===== config.mk =====
export PLATFORM = sky130hd
export DESIGN_NAME = spq_prefix_or
export DESIGN_NICKNAME = d
export VERILOG_FILES = /design/src/spq_pkg.sv /design/src/spq_prefix_or.sv
export SDC_FILE = /design/constraint.sdc
export NUM_CORES = 1
export LEC_CHECK = 0
export ABC_AREA = 1
export BUFFER_PORTS_ARGS = -buffer_cell sky130_fd_sc_hd__buf_2
export CAP_MARGIN = 20
export CORE_MARGIN = 4
export CORE_UTILIZATION = 39
export DETAILED_ROUTE_END_ITERATION = 10
export PLACE_DENSITY = 0.87
export SETUP_SLACK_MARGIN = 0.4
export SYNTH_ARGS = -nofsm -noshare
export SYNTH_HDL_FRONTEND = slang
export SYNTH_SLANG_ARGS = --single-unit

===== constraint.sdc =====
create_clock -name vclk -period 1.1
set_input_delay 0.22 -clock vclk [all_inputs]
set_output_delay 0.22 -clock vclk [all_outputs]
set_load 0.005 [all_outputs]

===== src/spq_pkg.sv =====
package spq_pkg;

  localparam int CAPACITY_DEF = 64;
  localparam int KEY_BITS_DEF = 16;
  localparam int PRIO_W       = 32;
  localparam int KEY_PORT_W   = 16;
  localparam int OCC_W        = 7;

  localparam logic [1:0] MODE_INSERT = 2'd0;
  localparam logic [1:0] MODE_UPDATE = 2'd1;
  localparam logic [1:0] MODE_POP    = 2'd2;
  localparam logic [1:0] MODE_PEEK   = 2'd3;

  localparam logic [1:0] ST_OK      = 2'd0;
  localparam logic [1:0] ST_EMPTY   = 2'd1;
  localparam logic [1:0] ST_FULL    = 2'd2;
  localparam logic [1:0] ST_MISSING = 2'd3;

  typedef enum logic [1:0] {
    OP_NOP    = 2'd0,
    OP_INSERT = 2'd1,
    OP_REMOVE = 2'd2
  } cell_op_t;

  // broadcast to every cell of the chain
  typedef struct packed {
    cell_op_t          op;
    logic [PRIO_W-1:0] prio;
  } cell_cmd_t;

endpackage


===== src/spq_prefix_or.sv =====
module spq_prefix_or #(
  parameter int WIDTH = spq_pkg::CAPACITY_DEF
) (
  input  logic [WIDTH-1:0] din,
  output logic [WIDTH-1:0] dout
);

  localparam int LEVELS = $clog2(WIDTH);

  logic [WIDTH-1:0] stage [LEVELS+1];

  assign stage[0] = din;

  // log-depth prefix: bit b becomes the OR of din[0..b]
  for (genvar l = 0; l < LEVELS; l++) begin : g_lvl
    localparam int D = 1 << l;
    for (genvar b = 0; b < WIDTH; b++) begin : g_bit
      if (b >= D) begin : g_or
        assign stage[l+1][b] = stage[l][b] | stage[l][b-D];
      end else begin : g_pass
        assign stage[l+1][b] = stage[l][b];
      end
    end
  end

  assign dout = stage[LEVELS];

endmodule


==> metrics.cfg <==
[yosys]
avgSynthCellArea_um2=3.99
synth_seq_area_share=0
synth_top_family_by_area=simple AND/OR/NAND/NOR gates
yosys.area_share.adder=0
synth_mux_area_frac=0
synth_area_leader_cell=nor2_1
synth-xor-area-share=0
synth_top_cells_by_area=nor2_1 (40%), nand2_1 (36%), inv_1 (12%)
syn-num-nets=401
ys_types=7
yosys_warnings=0
syn_inst=337
synth_top_area_frac=0.401
synth_compound_area_frac=0
yosys.cell_count.top_type=nor2_1
mappedNetlistArea_um2=1350
yosys.area_share.simple=0.877
ys_top_cells_by_count=nor2_1 (144), nand2_1 (129), inv_1 (42), nor2_2 (9), nand2_2 (7)

[status]
violations=negative setup slack
outcome=finished, violations left

[hold_path]
worstHoldPathType=input pin to output port
worstHoldStart=din[0]
hold_end=dout[0]
min_path_cells=2

[power_and_ir_drop]
switching_share=0.593
power_density_nw_per_um2=208
power.total_mw=0.657
clkPwrFrac=0
pwr-share-comb=1.000
peakVddDrop_v=0.000135
p_int_mw=0.267
seqPwrFrac=0
power.switching_mw=0.390
p_leak_nw=1.21

[timing]
max_freq_mhz=597
rsz0062_at_grt=yes
setup_viol=60
worstMarginPinSlew_ns=0.267
period_minus_slack_ns=1.68
hold_viol_final=0
finalMaxSlewViolations=0
timing.hold.ws_ns=0.643
fin_crit_sh=1.52
relSlewSlack=0.822
setup_slack_ns=-0.575

[cells_and_area]
design.seq.count=0
n_antenna_cell=0
syn_to_final_growth_pct=135
nClkBuffers=0
fin_cells=538
nets=558
layout-drive-gt1-share=0.650
seqCellArea_um2=0

[place]
gp_congestion=1.01
portBuffers=128
dp_hpwl_mm=5.23
place_inst=526

[route]
drtIter0Drc=547
routedWlPerCell_um=22.5
ant_nets=0
via_count=3376
vias_per_cell=6.28
drcViolationCount=0
first_pass_iters=10
routed_wl_mm=12.1

[floorplanning]
chipHeight_um=66.8
start_util=0.403
dieArea_um2=4460
row_count=21
die_x_um=66.8
core_um2=3340
ios=128

[global_route]
grt_max_degree=6
grt_pass1_wl_mm=12.0
antenna_found_initial=0
track_usage=0.347
grt_pass1_vias=2789
overflow=0

[critical_path]
cp-end-kind=output port
path_class=input pin to output port
cp_num_buf_inv=2
crit_slowest_cell=nor2_2
worstPathArrival_ns=1.46
max_stage_delay_ns=0.24
crit_chain=buf_2 -> nor2_1 -> nand2_2 -> nor2_2 -> nand2_1 -> nor2_1 -> nand2_1 -> buf_2
cp_data_required_time_ns=0.88
cpLargestDelayFamily=simple AND/OR/NAND/NOR gates
cp-start-kind=input pin
path_max_fanout=2

[clock_tree]
cts-hold-fix-buffers=0

[flow_run]
maxCapViolCount=0

-- per-layer routing --
| metal | track usage | vias up | part of all wire |
|---|---|---|---|
| met5 | 0 | - | 0 |
| li1 | - | 1298 | - |
| met4 | 0.178 | 0 | 0.13 |
| met2 | 0.681 | 463 | 0.41 |
| met1 | 0.349 | 1433 | 0.30 |
| met3 | 0.0455 | 182 | 0.17 |
-- cell families after synthesis --
group | after synthesis
simple gates | 294
buf+inv | 43
-- worst max path at each step --
stage | from | endpoint | slack [ns] | cells after the start
finish | din[47] | dout[57] | -0.58 | 8
global route | din[0] | dout[59] | -0.68 | 8
CTS | din[1] | dout[56] | -0.30 | 8
detailed placement | din[6] | dout[51] | -0.37 | 8
global placement | din[6] | dout[51] | -0.34 | 8
floorplan | din[0] | dout[55] | 0.02 | 6
-- area by class of cell --
class / count / area (µm²)
repair buffers: 156 / 1090
inverters: 42 / 158
multi-input cells: 294 / 1850
well taps: 46 / 57.6
fillers: 109 / 178
-- power groups by stage --
stage	Sequential [mW]	Clock (mW)	Combinational, mW
final	0	0	0.657
after global routing	0	0	0.680
after CTS	0	0	0.514
after detailed placement	0	0	0.372
after global placement	0	0	0.366
after floorplan	0	0	0.153
-- what timing repair did --
item,CTS,global route
pin swaps,42,23
buffers inserted,4,8
resized for setup,136,81
endpoints found under the setup margin,63,63
endpoints found under the hold margin,0,0
-- per-stage QoR --
stage	worst slack [ns]	setup TNS, ns	utilization	cell area, µm²
6_report	-0.575	-24.35	0.947	3160
5_1_grt	-0.676	-32.14	0.947	3160
4_1_cts	-0.300	-13.60	0.847	2830
3_5_place_dp	-0.367	-14.68	0.695	2320
3_3_place_gp	-0.338	-13.54	0.695	2320
2_1_floorplan	0.0184	0	-	1510
-- layout by cell type, fill, tap and decap left out --
cell      n
nor2_2   38
inv_2    14
buf_4    29
nor2_4   64
buf_2    91
nand2_4  11
buf_8     3
nand2_1  88
nor2_1   56
inv_1    28
buf_6    33
nand2_2  37
No activity file was read; power rests on OpenSTA's default activity.
