$ cat config.mk
export PLATFORM = sky130hd
export DESIGN_NAME = spq_cell
export DESIGN_NICKNAME = d
export VERILOG_FILES = /design/src/spq_pkg.sv /design/src/spq_cell.sv
export SDC_FILE = /design/constraint.sdc
export NUM_CORES = 1
export LEC_CHECK = 0
export BUFFER_PORTS_ARGS = -buffer_cell sky130_fd_sc_hd__buf_2
export CORE_ASPECT_RATIO = 2
export CORE_MARGIN = 5
export CORE_UTILIZATION = 30
export CTS_BUF_LIST = sky130_fd_sc_hd__clkbuf_8
export CTS_CLUSTER_SIZE = 20
export DETAILED_ROUTE_END_ITERATION = 6
export SLEW_MARGIN = 20
export SYNTH_ARGS = -nofsm -noshare
export SYNTH_HDL_FRONTEND = slang
export SYNTH_SLANG_ARGS = --single-unit
$ cat constraint.sdc
create_clock -name clk -period 4.1 [get_ports clk]
set_input_delay 0.205 -clock clk [delete_from_list [all_inputs] [get_ports clk]]
set_output_delay 0.205 -clock clk [all_outputs]
set_load 0.005 [all_outputs]
$ cat src/spq_pkg.sv
package spq_pkg;

  localparam int CAPACITY_DEF = 64;
  localparam int KEY_BITS_DEF = 16;
  localparam int PRIO_W       = 32;
  localparam int KEY_PORT_W   = 16;
  localparam int OCC_W        = 7;

  localparam logic [1:0] MODE_INSERT = 2'd0;
  localparam logic [1:0] MODE_UPDATE = 2'd1;
  localparam logic [1:0] MODE_POP    = 2'd2;
  localparam logic [1:0] MODE_PEEK   = 2'd3;

  localparam logic [1:0] ST_OK      = 2'd0;
  localparam logic [1:0] ST_EMPTY   = 2'd1;
  localparam logic [1:0] ST_FULL    = 2'd2;
  localparam logic [1:0] ST_MISSING = 2'd3;

  typedef enum logic [1:0] {
    OP_NOP    = 2'd0,
    OP_INSERT = 2'd1,
    OP_REMOVE = 2'd2
  } cell_op_t;

  // broadcast to every cell of the chain
  typedef struct packed {
    cell_op_t          op;
    logic [PRIO_W-1:0] prio;
  } cell_cmd_t;

endpackage

$ cat src/spq_cell.sv
module spq_cell #(
  parameter int KEY_BITS = spq_pkg::KEY_BITS_DEF,
  parameter int CNT_W    = 7,
  parameter int POS      = 0
) (
  input  logic                       clk,
  input  spq_pkg::cell_cmd_t         cmd,
  input  logic [KEY_BITS-1:0]        cmd_key,
  input  logic [CNT_W-1:0]           count,
  input  logic                       left_ge,
  input  logic [KEY_BITS-1:0]        left_key,
  input  logic [spq_pkg::PRIO_W-1:0] left_prio,
  input  logic [KEY_BITS-1:0]        right_key,
  input  logic [spq_pkg::PRIO_W-1:0] right_prio,
  input  logic                       shift_left,
  output logic [KEY_BITS-1:0]        key_r,
  output logic [spq_pkg::PRIO_W-1:0] prio_r,
  output logic                       ge,
  output logic                       hit
);

  logic [KEY_BITS-1:0]        key_nxt;
  logic [spq_pkg::PRIO_W-1:0] prio_nxt;
  logic                       occupied;
  logic                       at_end;

  assign occupied = count > CNT_W'(POS);
  assign at_end   = count == CNT_W'(POS);
  assign ge       = occupied && (prio_r >= cmd.prio);
  assign hit      = occupied && (key_r == cmd_key);

  always_comb begin
    key_nxt  = key_r;
    prio_nxt = prio_r;
    case (cmd.op)
      spq_pkg::OP_INSERT: begin
        // everything from the insertion point on moves one place to the tail
        if (left_ge) begin
          key_nxt  = left_key;
          prio_nxt = left_prio;
        end else if (ge || at_end) begin
          key_nxt  = cmd_key;
          prio_nxt = cmd.prio;
        end
      end
      spq_pkg::OP_REMOVE: begin
        if (shift_left) begin
          key_nxt  = right_key;
          prio_nxt = right_prio;
        end
      end
      default: begin
      end
    endcase
  end

  always_ff @(posedge clk) begin
    key_r  <= key_nxt;
    prio_r <= prio_nxt;
  end

endmodule

==> flow_summary.ini <==
[drt]
drtPass1Iterations = 4
postRouteAntennaNets = 0
vias_per_cell = 4.62
vias = 3188
wl_per_cell_um = 15.7
finalWirelength_um = 10800
drt_iter0_drc = 93
drc = 0

[yosys]
synth_edf_count = 48
netlist_area_sq_mm = 0.00346
syn_area_per_cell_sq_um = 9.90
async_flop_share_pct = 0
ys_ff_latch = 48
yosysSeqAreaShare_pct = 41.6
yosys_most_used_dff = edfxtp_1
ys_warn_count = 0
synthCells = 350
synthDistinctLibCells = 33
syn_nets = 538

[worst_setup_path]
worstPathArrival_ns = 3.11
max_stage_delay_ns = 0.63
cp_cell_sequence = ha_1 > and4_1 > nand2_1 > a2111oi_0 > o31ai_1 > a31oi_4 > buf_12
cp_num_buf_inv = 1
required_ns = 4.09
slowest_stage = a2111oi_0
crit_type = reg2reg
cp-end-kind = flop
crit_family = compound AO/OA/AOI/OAI gates
worstPathMaxFanout = 33
critPathLaunchType = flop

[sta]
slew_headroom_pct = 47.0
worst_pin_slew_ns = 0.794
rsz0062_at_grt = false
finalCritPeriodShare_pct = 75.9
setup_viol = 0
fmax_mhz = 322
holdWs_ns = 0.181
finalCriticalPeriod_ns = 3.11
skew_ns = 0.0112
finalSetupTns_ns = 0
hold_viol_final = 0
slew_viol_final = 0

[clock_tree]
hold_buffers = 0
cts_tree = built
cts_resized = 0
cts_htree_levels = 2
cts_made_buffers = 5
clk_pin_slew_worst_paths_ns = 0.09
clock_latency_ns = 0.30
cts_num_sinks = 48
clock_path_buffers = 2
cts_setup_buffers = 0
root_buffer = clkbuf_8

[finish]
final_layout_size_suffix_gt1_share_pct = 40.1
area_delta_synth_final_pct = 37.8
fin_nets = 736
n_antenna_cell = 0
utilization_pct = 42.0
fin_cells = 690

[floorplan]
die-area_sq_mm = 0.0139
ios = 206
row_count = 55
die-height_um = 162
die_x_um = 86.0
design.core.area_sq_mm = 0.0114
initial_core_util_pct = 30.5

[global_route]
grt.total_usage_pct = 14.9
grt_pass1_vias = 3434
grt_max_degree = 97
antenna_found_initial = 0
overflow = 0
grt_pass1_wl_um = 16200

[pwr]
leakage_nw = 2.36
irDropWorstVdd_v = 0.000187
cellPowerDensity_mw_per_mm2 = 282
power_mw = 1.35

[placed_design]
globalplace.congestion = 0.775
dp.cells = 683
hpwlAfterDp_um = 9150
port_buffers = 205

[run]
cap_violations = 0

[run_status]
outcome = finished clean

[min_path]
hold_path.class = in2reg
[logic make-up after synthesis]
logic type	Yosys count	share of synthesized area (%)
fa+ha+maj	32	11.6
xor+xnor	16	4.05
buf+inv	50	5.89
compound gates	77	12.2
flops	48	41.6
mux	48	13.9
simple gates	79	10.8
[worst paths after layout]
| kind | startpoint | end | depth (start not counted) | slack, ns |
|---|---|---|---|---|
| hold reg to reg | prio_r[16] | prio_r[31] | 5 | 1.33 |
| setup / recovery | prio_r[14] | prio_r[20] | 7 | 0.99 |
| hold / removal | right_key[1] | key_r[1] | 3 | 0.18 |
| setup reg to reg | prio_r[14] | prio_r[20] | 7 | 0.99 |
[layout make-up]
type | count | area [sq um]
fill | 1142 | 6580
sequential | 48 | 1440
clock buffer | 5 | 68.8
clock inverter | 2 | 60.1
multi-input combinational | 252 | 1840
inverter | 33 | 124
tap | 142 | 178
timing repair buffer | 208 | 1060
[flip-flops by register name (all words and copies together) (netlist names)]
register and count:
key_r 16, prio_r 32
[Yosys cell counts (2+ instances only)]
cell type / n / area (sq um)
nand2_1: 55 / 206
o21ai_0: 52 / 260
edfxtp_1: 48 / 1440
mux2i_1: 48 / 480
inv_1: 33 / 124
ha_1: 32 / 400
a21oi_1: 14 / 70.1
xor2_1: 12 / 105
clkbuf_1: 8 / 30.0
buf_2: 7 / 35.0
nand3_1: 4 / 20.0
nand4_1: 4 / 25.0
xnor2_1: 4 / 35.0
a21o_1: 3 / 22.5
and4_1: 3 / 26.3
nor4_1: 3 / 18.8
buf_4: 2 / 15.0
nor2b_1: 2 / 12.5
nor3_1: 2 / 10.0
[placed cells by master (no fill, tap or decap), types with 2 or more instances in the layout]
| cell | count |
|---|---|
| a21o_1 | 3 |
| a21oi_1 | 14 |
| and4_1 | 3 |
| buf_2 | 205 |
| buf_4 | 2 |
| bufinv_16 | 2 |
| clkbuf_8 | 5 |
| edfxtp_1 | 48 |
| ha_1 | 32 |
| inv_1 | 33 |
| mux2i_1 | 48 |
| nand2_1 | 55 |
| nand3_1 | 4 |
| nand4_1 | 4 |
| nor3_1 | 2 |
| nor4_1 | 3 |
| o21ai_0 | 52 |
| xnor2_1 | 4 |
| xor2_1 | 12 |
[layer usage]
| layer | part of all wire, % | global-route usage (%) | up-vias |
|---|---|---|---|
| met1 | 34 | 15.0 | 1397 |
| met5 | 0 | 0 | - |
| met4 | 2.6 | 5.26 | 0 |
| li1 | - | - | 1643 |
| met3 | 7.3 | 2.94 | 17 |
| met2 | 56 | 29.3 | 131 |
[worst min-delay path, stage by stage]
cell and delay, ns:
buf_2 0.08, nand2_1 0.03, o21ai_0 0.06
[report_power, final]
| group | total [mW] | switching [mW] | leakage [nW] | internal (mW) |
|---|---|---|---|---|
| Sequential | 0.615 | 0.0215 | 0.459 | 0.593 |
| Combinational | 0.338 | 0.173 | 1.84 | 0.165 |
| Clock | 0.393 | 0.153 | 0.0642 | 0.240 |
[per-stage QoR]
| step | area [sq um] | worst slack (ns) |
|---|---|---|
| floorplan | 3470 | 0.694 |
| global placement | 4640 | 0.768 |
| detailed placement | 4640 | 0.821 |
| CTS | 4770 | 0.796 |
| global route | 4770 | 0.758 |
| finish | 4770 | 0.990 |
(Power assumes the default switching activity.)
